## src/rtl/core/cswstr_pkg.sv

```systemverilog
// Package for the C source comment and whitespace stripper.
// Holds the transfer types, character constants, scan state and the per-byte judge function.
// No dependencies.
package cswstr_pkg;

    typedef struct packed {
        logic [7:0] in_char;
        logic       in_last;
    } t_in_item;

    typedef struct packed {
        logic [7:0] out_char;
        logic       char_present;
        logic       stream_end;
    } t_out_item;

    typedef enum logic [1:0] {
        MODE_NORMAL = 2'd0,
        MODE_LINE   = 2'd1,
        MODE_BLOCK  = 2'd2
    } t_mode;

    typedef struct packed {
        logic [7:0] prior;
        logic [7:0] last_emit;
        logic       in_str;
        t_mode      mode;
        logic [7:0] before_cmt;
    } t_scan;

    typedef struct packed {
        t_scan      st;
        logic       emit;
        logic [7:0] ch;
    } t_jres;

    typedef struct packed {
        logic [1:0] cnt;
        t_out_item  d0;
        t_out_item  d1;
    } t_push;

    localparam t_scan SCAN_RESET = '{
        prior: 8'h00, last_emit: 8'h00, in_str: 1'b0, mode: MODE_NORMAL, before_cmt: 8'h00
    };

    localparam logic [8:0] C_NONE  = 9'h100;
    localparam logic [8:0] C_US    = 9'h05F;
    localparam logic [8:0] C_DOLL  = 9'h024;
    localparam logic [8:0] C_DQ    = 9'h022;
    localparam logic [8:0] C_SQ    = 9'h027;
    localparam logic [8:0] C_BSL   = 9'h05C;
    localparam logic [8:0] C_SLASH = 9'h02F;
    localparam logic [8:0] C_STAR  = 9'h02A;
    localparam logic [8:0] C_NL    = 9'h00A;
    localparam logic [8:0] C_SP    = 9'h020;

    localparam int unsigned QDEPTH = 4;
    localparam int unsigned QAW    = $clog2(QDEPTH);
    localparam int unsigned QCW    = $clog2(QDEPTH + 1);

    function automatic logic is_space(logic [8:0] v);
        return (v == C_SP) || (v >= 9'h009 && v <= 9'h00D);
    endfunction

    function automatic logic is_alnum(logic [8:0] v);
        return (v >= 9'h030 && v <= 9'h039) || (v >= 9'h061 && v <= 9'h07A)
            || (v >= 9'h041 && v <= 9'h05A);
    endfunction

    function automatic logic is_ident(logic [8:0] v);
        return is_alnum(v) || (v == C_US) || (v == C_DOLL);
    endfunction

    function automatic logic is_sep(logic [8:0] v);
        logic punct;
        punct = (v >= 9'h021) && (v <= 9'h07E) && !is_alnum(v);
        return is_space(v) || (punct && (v != C_US) && (v != C_DOLL));
    endfunction

    function automatic t_jres judge(t_scan st, logic [8:0] c, logic [8:0] n);
        t_jres      r;
        logic [8:0] p;
        logic       in_s;
        logic       keep;
        r      = '0;
        r.st   = st;
        r.emit = 1'b0;
        r.ch   = c[7:0];
        p      = {1'b0, st.prior};
        in_s   = st.in_str;
        keep   = 1'b1;
        unique case (st.mode)
            MODE_LINE: begin
                if (n == C_NL) begin
                    r.st.mode  = MODE_NORMAL;
                    r.st.prior = st.before_cmt;
                end
            end
            MODE_BLOCK: begin
                if (c == C_SLASH && p == C_STAR) begin
                    r.st.mode = MODE_NORMAL;
                    if (is_ident({1'b0, st.before_cmt}) && is_ident(n)) begin
                        r.st.prior = C_SP[7:0];
                        r.emit     = 1'b1;
                        r.ch       = C_SP[7:0];
                    end else begin
                        r.st.prior = st.before_cmt;
                    end
                end else begin
                    r.st.prior = c[7:0];
                end
            end
            default: begin
                if (c == C_DQ) begin
                    if (in_s) begin
                        if (p != C_BSL) in_s = 1'b0;
                    end else if (!(p == C_SQ && n == C_SQ)) begin
                        in_s = 1'b1;
                    end
                end
                r.st.in_str = in_s;
                if (!in_s) begin
                    if (c == C_SLASH && (n == C_SLASH || n == C_STAR)) begin
                        r.st.before_cmt = p[7:0];
                        r.st.mode       = (n == C_SLASH) ? MODE_LINE : MODE_BLOCK;
                        r.st.prior      = c[7:0];
                        keep            = 1'b0;
                    end else if (is_space(c)
                                 && !(is_ident({1'b0, st.last_emit}) && is_ident(n))) begin
                        if ((c != C_NL && (is_sep(p) || is_sep(n))) || p == c || c == n)
                            keep = 1'b0;
                    end
                end
                if (keep) begin
                    r.st.last_emit = c[7:0];
                    r.st.prior     = c[7:0];
                    r.emit         = 1'b1;
                end
            end
        endcase
        return r;
    endfunction

endpackage

```

## src/rtl/core/cswstr_scan.sv

```systemverilog
// Input register, lookahead byte, scan state and per-byte decisions.
// Depends on cswstr_pkg; pushes up to two result transfers per item into the output queue.
module cswstr_scan (
    input  logic                 i_clk,
    input  logic                 i_rst_n,
    input  logic                 i_in_valid,
    output logic                 o_in_stall,
    input  cswstr_pkg::t_in_item i_in_data,
    input  logic                 i_room,
    output cswstr_pkg::t_push    o_push
);

    logic                 r_in_valid;
    cswstr_pkg::t_in_item r_in;
    logic [7:0]           r_held;
    logic                 r_held_valid;
    cswstr_pkg::t_scan    r_st;

    cswstr_pkg::t_scan    n_st;
    logic [7:0]           n_held;
    logic                 n_held_valid;

    cswstr_pkg::t_jres    j1;
    cswstr_pkg::t_jres    j2;
    cswstr_pkg::t_scan    s_mid;
    cswstr_pkg::t_out_item head;
    cswstr_pkg::t_out_item tail;
    logic                 em0;
    logic                 fire;

    assign fire       = r_in_valid && i_room;
    assign o_in_stall = r_in_valid && !i_room;

    always_comb begin
        j1    = cswstr_pkg::judge(r_st, {1'b0, r_held}, {1'b0, r_in.in_char});
        s_mid = r_held_valid ? j1.st : r_st;
        em0   = r_held_valid && j1.emit;
        j2    = cswstr_pkg::judge(s_mid, {1'b0, r_in.in_char}, cswstr_pkg::C_NONE);

        head.out_char     = j1.ch;
        head.char_present = 1'b1;
        head.stream_end   = 1'b0;
        tail.out_char     = j2.emit ? j2.ch : 8'h00;
        tail.char_present = j2.emit;
        tail.stream_end   = 1'b1;

        o_push.d1 = tail;
        if (r_in.in_last) begin
            o_push.cnt = em0 ? 2'd2 : 2'd1;
            o_push.d0  = em0 ? head : tail;
        end else begin
            o_push.cnt = em0 ? 2'd1 : 2'd0;
            o_push.d0  = head;
        end
        if (!fire) o_push.cnt = 2'd0;
    end

    always_comb begin
        n_st         = r_st;
        n_held       = r_held;
        n_held_valid = r_held_valid;
        if (fire) begin
            if (r_in.in_last) begin
                n_st         = cswstr_pkg::SCAN_RESET;
                n_held       = 8'h00;
                n_held_valid = 1'b0;
            end else begin
                n_st         = s_mid;
                n_held       = r_in.in_char;
                n_held_valid = 1'b1;
            end
        end
    end

    always_ff @(posedge i_clk) begin
        if (!i_rst_n) begin
            r_in_valid   <= 1'b0;
            r_held       <= 8'h00;
            r_held_valid <= 1'b0;
            r_st         <= cswstr_pkg::SCAN_RESET;
        end else begin
            if (!r_in_valid || fire) r_in_valid <= i_in_valid;
            r_held       <= n_held;
            r_held_valid <= n_held_valid;
            r_st         <= n_st;
        end
    end

    always_ff @(posedge i_clk) begin
        if (!r_in_valid || fire) r_in <= i_in_data;
    end

endmodule

```

## src/rtl/core/cswstr_outq.sv

```systemverilog
// Four-entry result queue taking up to two transfers per cycle and giving one per cycle unless i_out_stall is high.
// Depends on cswstr_pkg.
module cswstr_outq (
    input  logic                  i_clk,
    input  logic                  i_rst_n,
    input  cswstr_pkg::t_push     i_push,
    output logic                  o_room,
    output logic                  o_out_valid,
    input  logic                  i_out_stall,
    output cswstr_pkg::t_out_item o_out_data
);

    cswstr_pkg::t_out_item         r_mem [cswstr_pkg::QDEPTH];
    logic [cswstr_pkg::QAW-1:0]    r_wp;
    logic [cswstr_pkg::QAW-1:0]    r_rp;
    logic [cswstr_pkg::QCW-1:0]    r_count;
    logic [cswstr_pkg::QCW-1:0]    n_count;
    logic                          deq;

    localparam logic [cswstr_pkg::QCW-1:0] ROOM_MAX = cswstr_pkg::QCW'(cswstr_pkg::QDEPTH - 2);

    assign deq         = (r_count != '0) && !i_out_stall;
    assign o_out_valid = (r_count != '0);
    assign o_out_data  = r_mem[r_rp];
    assign o_room      = (r_count <= ROOM_MAX);
    assign n_count     = r_count + cswstr_pkg::QCW'(i_push.cnt) - cswstr_pkg::QCW'(deq);

    always_ff @(posedge i_clk) begin
        if (!i_rst_n) begin
            r_wp    <= '0;
            r_rp    <= '0;
            r_count <= '0;
        end else begin
            r_wp    <= r_wp + cswstr_pkg::QAW'(i_push.cnt);
            r_rp    <= r_rp + cswstr_pkg::QAW'(deq);
            r_count <= n_count;
        end
    end

    always_ff @(posedge i_clk) begin
        if (i_push.cnt != 2'd0) r_mem[r_wp] <= i_push.d0;
        if (i_push.cnt == 2'd2) r_mem[r_wp + cswstr_pkg::QAW'(1)] <= i_push.d1;
    end

endmodule

```

## src/rtl/core/c_source_comment_whitespace_stripper_top.sv

```systemverilog
// Minifies a C/C++ source byte stream: drops comments and redundant whitespace.
// One byte is accepted per cycle unless the input stalls; one result transfer leaves per cycle
// unless i_out_stall is high. A byte is judged once its successor is in the input register,
// and its result goes through a four-entry result queue. The last byte of a stream can cause two
// transfers; the final one carries stream_end, with char_present low for a bare end marker.
// The input stalls only when the result queue holds more than two entries.
// Depends on cswstr_pkg, cswstr_scan and cswstr_outq.
module c_source_comment_whitespace_stripper_top (
    input  logic                  i_clk,
    input  logic                  i_rst_n,
    input  logic                  i_in_valid,
    output logic                  o_in_stall,
    input  cswstr_pkg::t_in_item  i_in_data,
    output logic                  o_out_valid,
    input  logic                  i_out_stall,
    output cswstr_pkg::t_out_item o_out_data
);

    cswstr_pkg::t_push push;
    logic              room;

    cswstr_scan u_scan (
        .i_clk      (i_clk),
        .i_rst_n    (i_rst_n),
        .i_in_valid (i_in_valid),
        .o_in_stall (o_in_stall),
        .i_in_data  (i_in_data),
        .i_room     (room),
        .o_push     (push)
    );

    cswstr_outq u_outq (
        .i_clk       (i_clk),
        .i_rst_n     (i_rst_n),
        .i_push      (push),
        .o_room      (room),
        .o_out_valid (o_out_valid),
        .i_out_stall (i_out_stall),
        .o_out_data  (o_out_data)
    );

endmodule

```

## config.mk

```make
export PLATFORM = sky130hd
export DESIGN_NAME = c_source_comment_whitespace_stripper_top
export DESIGN_NICKNAME = d
export VERILOG_FILES = /design/src/rtl/core/cswstr_pkg.sv /design/src/rtl/core/cswstr_scan.sv /design/src/rtl/core/cswstr_outq.sv /design/src/rtl/core/c_source_comment_whitespace_stripper_top.sv
export SDC_FILE = /design/constraint.sdc
export NUM_CORES = 1
export LEC_CHECK = 0
export BUFFER_PORTS_ARGS = -buffer_cell sky130_fd_sc_hd__buf_2
export CELL_PAD_IN_SITES_DETAIL_PLACEMENT = 1
export CELL_PAD_IN_SITES_GLOBAL_PLACEMENT = 2
export CORE_UTILIZATION = 44
export CTS_BUF_LIST = sky130_fd_sc_hd__clkbuf_2
export CTS_CLUSTER_DIAMETER = 60
export DETAILED_ROUTE_END_ITERATION = 8
export HOLD_SLACK_MARGIN = 0.15
export PLACE_DENSITY = 0.85
export SETUP_SLACK_MARGIN = 0.1
export SKIP_LAST_GASP = 1
export SLEW_MARGIN = 10
export SYNTH_ARGS = -nofsm -noshare
export SYNTH_HDL_FRONTEND = slang
export SYNTH_SLANG_ARGS = --single-unit
```

## constraint.sdc

```tcl
create_clock -name i_clk -period 12.34 [get_ports i_clk]
set_clock_uncertainty 0.15 [all_clocks]
set_input_delay 1.234 -clock i_clk [delete_from_list [all_inputs] [get_ports i_clk]]
set_output_delay 1.234 -clock i_clk [all_outputs]
set_load 0.005 [all_outputs]
```

# == Word level (Yosys, flattened, before mapping) ==
# Memories as Yosys holds them, arrays and structs flattened. A register that Yosys moved wholly into a read port is not among the register bits.
# Cells that the tools add are included.
# Widths: inputs -> output; s select.
# totals
regBits,53
ramBits,40
in_bits,13
out_inout_bits,12
elab_cells,246
n_memories,1
# memory_table
name,words,word_bits,read_ports,rd_ports_with_merged_regs,write_ports,line_no,text
u_outq.r_mem,4,10,1,1,2,cswstr_outq.sv:13,cswstr_pkg::t_out_item r_mem [cswstr_pkg::QDEPTH];
# op_classes
addsub,5
n_lt_le_gt_ge,45
eq_ne,39
mux,55
n_reduce_logical,88
# ops
operator,count
$eq 8x6->1 const B,15
$le 8x7->1 const B,13
$ge 8x7->1 const B,10
$mux 8,9
$ge 8x6->1 const B,8
$mux 27,2
$logic_and 1x1->1,43
$le 8x6->1 const B,5
$ne 8x7->1 const B,5
$ge 8x4->1 const B,4
$le 8x4->1 const B,4
$mux 10,3
$logic_or 1x1->1,29
$mux 1,27
$mux 9,3
$eq 8x7->1 const B,3
$eq 8x8->1,3
$ne 8x6->1 const B,3
$mux 16,1
$ne 8x4->1 const B,2
$pmux 8 s2,1
$mux 12,1
$mux 2,6
$eq 8x4->1 const B,1
17 further kinds,31

# == Depth between registers and ports, before layout ==
# Gate-level depths: netlist of the first run.
# logic_depth
ltp_word,45
depth_mapped,19
ltp_nobuf,18

# == Cells and area by module ==
# A second synthesis of the first run with hierarchy kept.
# hier_totals
hier_cells,633
hier_area_um2,6104.6
# modules_own_cells
module,n_inst,cells_each,area_per_inst_um2,seq_area_each_um2
cswstr_scan,1,490,3756.1,1011.0
cswstr_outq,1,143,2348.5,1341.3

# == Least setup slack after synthesis of the first run ==
# OpenSTA, ideal clock, no wires.
# synth_path
path_type,register to register
from,"register u_scan.r_in, in the netlist u_scan.j2[5]"
to,register u_outq.r_count[2] in the netlist's numbering
setup_ps,115
arrival_time_ps,3887
required_ps,12075
slack_ps,8188
stages_incl_launch_ff,20
n_path_buf,1
cell_sequence,edfxtp_1 -> clkbuf_1 -> inv_1 -> or3_1 -> and3_1 -> a211o_1 -> o211ai_4 -> nand3_1 -> a21o_1 -> ha_1 -> nor2_1 -> inv_1 -> ha_1 -> inv_1 -> ha_1 -> inv_1 -> fa_1 -> xor2_1 -> xnor2_1 -> and2_1
# synth_between
elab_chain_cells,26
# synth_rtl
item,line_no,text
"start, declared",cswstr_scan.sv:14,cswstr_pkg::t_in_item r_in;
"start signal, assigned",cswstr_scan.sv:90,if (!r_in_valid || fire) r_in <= i_in_data;
$ge 8x6->1 (tied with other cells),cswstr_pkg.sv:67,return (v >= 9'h030 && v <= 9'h039) || (v >= 9'h061 && v <= 9'h07A)
$logic_and 1x1->1,cswstr_pkg.sv:67,
$logic_or 1x1->1,cswstr_pkg.sv:67,
$logic_or 1x1->1,cswstr_pkg.sv:68,|| (v >= 9'h041 && v <= 9'h05A);
$logic_not 1->1,cswstr_pkg.sv:77,punct = (v >= 9'h021) && (v <= 9'h07E) && !is_alnum(v);
$logic_and 1x1->1,cswstr_pkg.sv:77,
$logic_and 1x1->1 (2 in series),cswstr_pkg.sv:78,return is_space(v) || (punct && (v != C_US) && (v != C_DOLL));
$logic_or 1x1->1,cswstr_pkg.sv:78,
[... 9 more ...],-,
$mux 1,cswstr_pkg.sv:135,if (keep) begin
$pmux 1 s2 (*),cswstr_pkg.sv:93,unique case (st.mode)
$logic_and 1x1->1 (*),cswstr_scan.sv:37,em0 = r_held_valid && j1.emit;
$mux 1 or $mux 2 (tied branches),"cswstr_scan.sv:52, cswstr_scan.sv:49",
$mux 12 (*),cswstr_scan.sv:48,if (r_in.in_last) begin
$mux 2 (*),cswstr_scan.sv:55,if (!fire) o_push.cnt = 2'd0;
$add 3x2->3 (*),cswstr_outq.sv:26,assign n_count = r_count + cswstr_pkg::QCW'(i_push.cnt) - cswstr_pkg::QCW'(deq);
$sub 3x1->3 (*),cswstr_outq.sv:26,
"end signal, assigned",cswstr_outq.sv:36,r_count <= n_count;
"end, declared",cswstr_outq.sv:16,logic [cswstr_pkg::QCW-1:0] r_count;
# Mark *: on every way between the ends. The rest lies on a longest branch, timed or not. The select of a mux whose other input is x is not followed.
# A chain may end at the register's enable or synchronous reset.

==> impl_metrics.ini, run 1 <==
[global_routing]
globalRouteOverflowTotal = 0
groute.usage.overall_pct = 30.6
grt_pass1_vias = 5911
antenna_found_initial = 1
grt_pass1_wl_um = 34000
grt_max_degree = 45

[yosys]
ys_seq_area_share_pct = 36.4
syn_inst = 701
synth_warnings = 0
synth_area_per_cell_um2 = 9.07
synth.cell_area_um2 = 6360
netlist_top_cells_area = edfxtp_1, dfxtp_1, nor2b_1, mux4_2, a22oi_1
yosysTopAreaCell = edfxtp_1
synth-seq-cells = 93
synth_enable_flop_cells = 45
synth_fp_nets = 724
yosysTopAreaCellShare_pct = 21.3
synth_cell_types = 79
async_flop_share_pct = 0
synthFlopType = dfxtp_1

[timing]
worst_slew_pin_slew_ns = 1.19
rsz0062_at_grt = false
max_slew_margin_pct = 20.5
period_share_pct = 44.5
finalSetupViolations = 0
period_needed_ns = 5.49
hold_viol = 0
finalMaxSlewViolations = 0
tns_ns = 0
fmax_mhz = 182

[clock_tree]
numCtsBuffers = 9
clock-sinks = 93
cts_buffer_depth = 2
cts_setup_buffers = 0
clock_latency_ns = 0.65
clk_pin_slew_ns = 0.27
ctsResizeCount = 0
holdBufCountCts = 0
cts_root_buffer = clkbuf_2
htree_levels = 3
cts_tree = built

[pwr]
ir_drop_v = 0.0000846
power_density_nw_per_um2 = 121
total_leakage_power_nw = 2.23

[route]
wire_per_inst_um = 24.9
dr_total_vias = 5786
wl_um = 21700
drt_iter0_drc = 431
drtPass1Iterations = 5
post-route-drc-count = 0
ant_nets = 0
viasPerCell = 6.65

[worst_hold_path]
holdCritPathClass = reg -> reg
worst_hold_startpoint = u_outq.r_mem[0][0]$_SDFFE_PP1P_

[critical_path]
critPathSlowestCell = o22ai_1
endpoint_kind = flop
crit-reg2reg-launch = u_scan.j2[0]$_DFFE_PP_
worstSetupStartpoint = u_scan.j2[0]$_DFFE_PP_
cp_max_fo = 18
required_ns = 12.72
start_kind = flop
path_class = reg -> reg
crit_arrival_ns = 5.86
slowest_delay_ns = 0.93
crit_chain = nand4_1, or3_1, and3_1, a211o_1, o211ai_4, nand3_1, a21o_1, ha_1, nor2_1, inv_1, nand2_1, nand2_1, o22ai_1, and3_1, a22o_1

[cells_and_area]
fill_cells = 1658
drive_above_1_share_pct = 11.2
seq_area_um2 = 2310
utilization_pct = 47.5
fin_nets = 707
areaGrowthSynthToFinish_pct = 4.45
multi_input_area_um2 = 3700
fin_cells = 870

[place]
dpl.cell_count = 853
dp_hpwl_um = 15500
port_buffers = 24
globalplace.congestion = 0.914

[die]
initial_core_util_pct = 45.4
dieArea_um2 = 14900
die_h_um = 122
pin_count = 25
dieWidth_um = 122
core_um2 = 14000
rows = 43

[status]
status = complete, no violations

[run]
max-cap-violations = 0
flip-flops by register name, indices dropped and copies added (netlist names):
signal and flops:
u_scan.r_held 8, u_scan.r_st 27, u_scan.r_held_valid 1, u_outq.r_wp 2, u_scan.j2 8, u_outq.r_rp 2
u_outq.r_mem 40, u_scan.r_in 1, u_scan.r_in_valid 1, u_outq.r_count 3
metrics by stage:
| step | power (mW) | hold slack (ns) | cell area, µm² | setup WS, ns |
|---|---|---|---|---|
| 4_1_cts | 0.810 | 0.375 | 6640 | 6.92 |
| 5_1_grt | 0.846 | 0.398 | 6640 | 6.42 |
| 3_5_place_dp | 0.621 | 0.318 | 6490 | 7.01 |
| 6_report | 0.806 | 0.373 | 6640 | 6.85 |
| 3_3_place_gp | 0.609 | 0.293 | 6490 | 7.13 |
| 2_1_floorplan | 0.543 | 0.281 | 6360 | 8.19 |
synth_stat cells, types with 6 or more instances:
master	instances
o22ai_1	7
nor2_1	37
a21boi_0	7
clkbuf_1	42
nand3b_1	8
inv_1	25
o21ai_0	30
a21oi_1	27
a22oi_1	27
and3_1	17
buf_2	8
a32o_1	12
nor3_1	16
a21bo_2	8
or3_1	6
nand3_1	10
xor2_1	6
dfxtp_1	48
nor4_1	7
and2_1	24
mux4_2	10
nand4_1	9
xnor2_1	20
ha_1	9
o21a_1	10
nand2b_1	11
a21o_1	6
nand2_1	54
edfxtp_1	45
nor2b_1	41
a31oi_1	9
placed cells by master, fill, tap and decap left out, types with 11 or more instances in the layout:
cell type / count
a21oi_1: 27
a22oi_1: 27
a32o_1: 12
and2_1: 24
and3_1: 17
buf_2: 24
dfxtp_1: 48
edfxtp_1: 45
inv_1: 25
nand2_1: 54
nand2b_1: 11
nor2_1: 37
nor2b_1: 41
nor3_1: 16
o21ai_0: 30
xnor2_1: 20
final timing paths:
path,cells past startpoint,slack [ns],end
setup / recovery,15,6.85,u_outq.r_mem[3][7]$_DFFE_PP_
hold reg to reg,1,0.37,u_outq.r_mem[0][0]$_SDFFE_PP1P_
setup reg to reg,15,6.85,u_outq.r_mem[3][7]$_DFFE_PP_
hold / removal,1,0.37,u_outq.r_mem[0][0]$_SDFFE_PP1P_
kinds of logic after synthesis:
kind of cell	count (synthesis)	synth area share [%]
xor+xnor	26	3.58
simple gates	264	23.3
buf+inv	83	5.41
fa+ha+maj	10	2.09
mux	11	3.70
compound gates	214	25.5
flops	93	36.4
worst max-delay path, delay by kind of cell, from the launching register on:
family | cells | cell delay [ns]
adder cells (fa/ha/maj) | 1 | 0.34
buffers and inverters | 1 | 0.11
AO/OA/AOI/OAI | 5 | 2.19
AND/OR/NAND/NOR | 8 | 1.79
flip-flops | 1 | 0.78
cell type report:
type / instances / area share (%)
multi-input cells: 525 / 55.7
inverters: 26 / 1.47
flip-flops and latches: 93 / 34.8
clock buffers: 10 / 0.754
clock inverters: 6 / 1.41
well taps: 180 / 3.39
repair buffers: 29 / 2.37
diodes: 1 / 0.0377
power by group:
part / switching (mW) / leakage (nW) / internal [mW]
logic: 0.118 / 1.35 / 0.0969
registers: 0.0527 / 0.790 / 0.349
clock network: 0.119 / 0.0884 / 0.0702
routing by layer:
layer / GRT usage [%] / share of wire (%)
met2: 48.7 / 48
met3: 6.74 / 6.8
met4: 10.2 / 2.0
met1: 41.0 / 44
met5: 0 / 0
No activity file was read; power rests on OpenSTA's default activity.
==> run 2: changes to the inputs <==
--- a/config.mk
+++ b/config.mk
@@ -5,15 +5,16 @@
 export SDC_FILE = /design/constraint.sdc
 export NUM_CORES = 1
 export LEC_CHECK = 0
+export ABC_AREA = 1
 export BUFFER_PORTS_ARGS = -buffer_cell sky130_fd_sc_hd__buf_2
 export CELL_PAD_IN_SITES_DETAIL_PLACEMENT = 1
 export CELL_PAD_IN_SITES_GLOBAL_PLACEMENT = 2
-export CORE_UTILIZATION = 44
+export CORE_UTILIZATION = 37
 export CTS_BUF_LIST = sky130_fd_sc_hd__clkbuf_2
 export CTS_CLUSTER_DIAMETER = 60
 export DETAILED_ROUTE_END_ITERATION = 8
 export HOLD_SLACK_MARGIN = 0.15
-export PLACE_DENSITY = 0.85
+export PLACE_DENSITY = 0.79
 export SETUP_SLACK_MARGIN = 0.1
 export SKIP_LAST_GASP = 1
 export SLEW_MARGIN = 10
==> constraint.sdc (replaced) <==
create_clock -name i_clk -period 5.61 [get_ports i_clk]
set_clock_uncertainty 0.15 [all_clocks]
set_input_delay 0.561 -clock i_clk [delete_from_list [all_inputs] [get_ports i_clk]]
set_output_delay 0.561 -clock i_clk [all_outputs]
set_load 0.005 [all_outputs]
==> run 2 against run 1 <==
Critical path depth rose by 8. Final cell count increased by 33%. Design area increased by 4.0%. Global-route usage is 5.6 points lower. Clock-buffer cell count unchanged. Maximum frequency increased by 23%. Core utilization decreased by 6.3 points. Wire length decreased by 1.0%. Worst setup slack worse by 5.7 ns. Critical path type unchanged. Critical endpoint is now u_outq.r_mem[1][1]$_DFFE_PP_. Highest routed layer unchanged.
==> impl_metrics.ini, run 2 <==
[status]
status = complete, no violations

[route]
wire_per_inst_um = 18.6
dr_total_vias = 6084
drtPass1Iterations = 4
wl_um = 21400
drt_iter0_drc = 278
post-route-drc-count = 0
ant_nets = 0
viasPerCell = 5.27

[critical_path]
crit_chain = inv_4, nand2_1, nor2_1, nand2_1, nand2_1, nor2_1, nand2_1, inv_1, nand2_1, nand2_1, nand2_2, nand2_4, nand2_1, inv_1, o21ai_0, ha_1, nor2_1, nor2_1, inv_1, nor3_2, inv_1, nand2_1, a21boi_1
required_ns = 5.94
start_kind = flop
crit_arrival_ns = 4.79
cp_top_family = simple AND/OR/NAND/NOR gates
slowest_delay_ns = 0.67
endpoint_kind = flop
critPathBufInv = 5
cp_max_fo = 10
path_common_cell = nand2_1
path_class = reg -> reg
critPathSlowestCell = edfxtp_1

[clock_tree]
holdBufCountCts = 11
cts_setup_buffers = 0
cts_tree = built
clock-sinks = 93
htree_levels = 3
clock_latency_ns = 0.63
cts_root_buffer = clkbuf_2
clk_pin_slew_ns = 0.28
numCtsBuffers = 9
ctsResizeCount = 0
cts_buffer_depth = 2

[cells_and_area]
layout_commonest_cell = nand2_1
fin_cells = 1155
fin_nets = 952
regMostFlops = u_outq.r_mem
largest_reg_flops = 40
drive_above_1_share_pct = 12.4
fill_cells = 2186
reg_top3 = u_outq.r_mem x40, u_scan.r_st x27
final_cell_mix = nand2_1, nor2_1, inv_1
utilization_pct = 41.2
areaGrowthSynthToFinish_pct = 7.27

[pwr]
totalPowerFinal_mw = 1.85
ir_drop_v = 0.000185
total_leakage_power_nw = 2.84
power_density_nw_per_um2 = 267

[yosys]
synth_enable_flop_cells = 45
synth_cell_types = 48
synth-seq-cells = 93
synth_warnings = 0
yosysTopAreaCell = edfxtp_1
async_flop_share_pct = 0
ys_seq_area_share_pct = 35.9
synth_fp_nets = 944
syn_inst = 921
synth_area_per_cell_um2 = 6.99
synthFlopType = dfxtp_1
netlist_top_cells_area = edfxtp_1, nand2_1, dfxtp_1, nor2_1, a21oi_1
synth.cell_area_um2 = 6440
synth_common_cells = nand2_1, nor2_1, inv_1, a21oi_1, nand3_1
synthMostInstantiatedCell = nand2_1
yosysTopAreaCellShare_pct = 21.0

[timing]
hold_viol = 0
tns_ns = 0
period_share_pct = 79.5
rsz0062_at_grt = false
worst_slack_ns = 1.15
max_slew_margin_pct = 25.0
finalSetupViolations = 0
finalMaxSlewViolations = 0
fmax_mhz = 224
worst_slew_pin_slew_ns = 1.12
period_needed_ns = 4.46

[worst_hold_path]
holdCritPathClass = in -> reg

[place]
globalplace.congestion = 0.893
dp_slack_ns = 1.16
dpl.cell_count = 1127
dp_hpwl_um = 16500
port_buffers = 24

[global_routing]
grt_pass1_vias = 6243
grt_use_met2_pct = 45.8
grt_max_degree = 38
grt_pass1_wl_um = 34100
grt_use_met3_pct = 2.91
globalRouteMet1Util_pct = 29.7
antenna_found_initial = 1
groute.usage.overall_pct = 25.1
busiest_layer = met2
globalRouteOverflowTotal = 0

[die]
die_h_um = 134
rows = 47
dieWidth_um = 134
core_um2 = 16800
initial_core_util_pct = 38.4
pin_count = 25
dieArea_um2 = 17900

[run]
max-cap-violations = 0
[run 2: cell types whose count changed after synthesis, moves of 17 or more]
| cell | before | now |
|---|---|---|
| a21oi_1 | 27 | 60 |
| and2_1 | 24 | 0 |
| inv_1 | 25 | 79 |
| and3_1 | 17 | 0 |
| nor2b_1 | 41 | 0 |
| nand3_1 | 10 | 51 |
| clkbuf_1 | 42 | 21 |
| nor2_1 | 37 | 81 |
| a22oi_1 | 27 | 0 |
| nand2_1 | 54 | 307 |
[run 2: power breakdown]
group / internal (mW) / switching, mW
logic: 0.190 / 0.337
registers: 0.767 / 0.0920
clock network: 0.200 / 0.260
total: 1.16 / 0.689
[run 2: stage by stage]
step | hold slack, ns | area, µm²
global placement | 0.305 | 6620
detailed placement | 0.319 | 6620
finish | 0.276 | 6900
global route | 0.264 | 6900
floorplan | 0.287 | 6440
CTS | 0.220 | 6900
[run 2: routing by layer]
layer / up-vias / part of all wire, %
met2: 94 / 52
met4: 0 / 2.7
met3: 38 / 2.2
met1: 2944 / 43
met5: - / 0
li1: 3008 / -
[run 2: cells by family (layout without fill, tap and decap cells)]
logic type / count (synthesis) / in the layout / share of synthesized area [%]
xor+xnor: 18 / 18 / 2.57
buf+inv: 137 / 150 / 9.49
simple gates: 524 / 524 / 37.5
compound gates: 138 / 138 / 12.3
mux: 1 / 1 / 0.175
other cells: 0 / 1 / 0
fa+ha+maj: 10 / 10 / 2.06
flops: 93 / 93 / 35.9
[run 2: cell type report]
type | instances | area [µm²] | area share (%)
Antenna cell | 1 | 2.50 | 0.0362
Clock buffer | 10 | 50.0 | 0.725
Clock inverter | 6 | 119 | 1.72
Inverter | 93 | 354 | 5.13
Multi-Input combinational cell | 691 | 3520 | 50.9
Sequential cell | 93 | 2310 | 33.5
Tap cell | 220 | 275 | 3.99
Timing Repair Buffer | 41 | 275 | 3.99
[run 2: worst reg2reg max path, delay by kind of cell, from the launching register on]
kind                     cells  cell delay, ns
AND/OR/NAND/NOR             15            2.27
flip-flops                   1            0.67
buffers and inverters        5            0.56
AO/OA/AOI/OAI                2            0.52
adder cells (fa/ha/maj)      1            0.19
[run 2: worst paths after layout]
check / startpoint / to / slack (ns) / cells past startpoint
setup / recovery: u_scan.j2[6]$_DFFE_PP_ / u_outq.r_mem[1][1]$_DFFE_PP_ / 1.15 / 23
hold / removal: i_out_stall / u_outq.r_rp[0]$_SDFF_PN0_ / 0.28 / 5
setup reg to reg: u_scan.j2[6]$_DFFE_PP_ / u_outq.r_mem[1][1]$_DFFE_PP_ / 1.15 / 23
hold reg to reg: u_outq.r_mem[1][0]$_SDFFE_PP1P_ / u_outq.r_mem[1][0]$_SDFFE_PP1P_ / 0.35 / 2
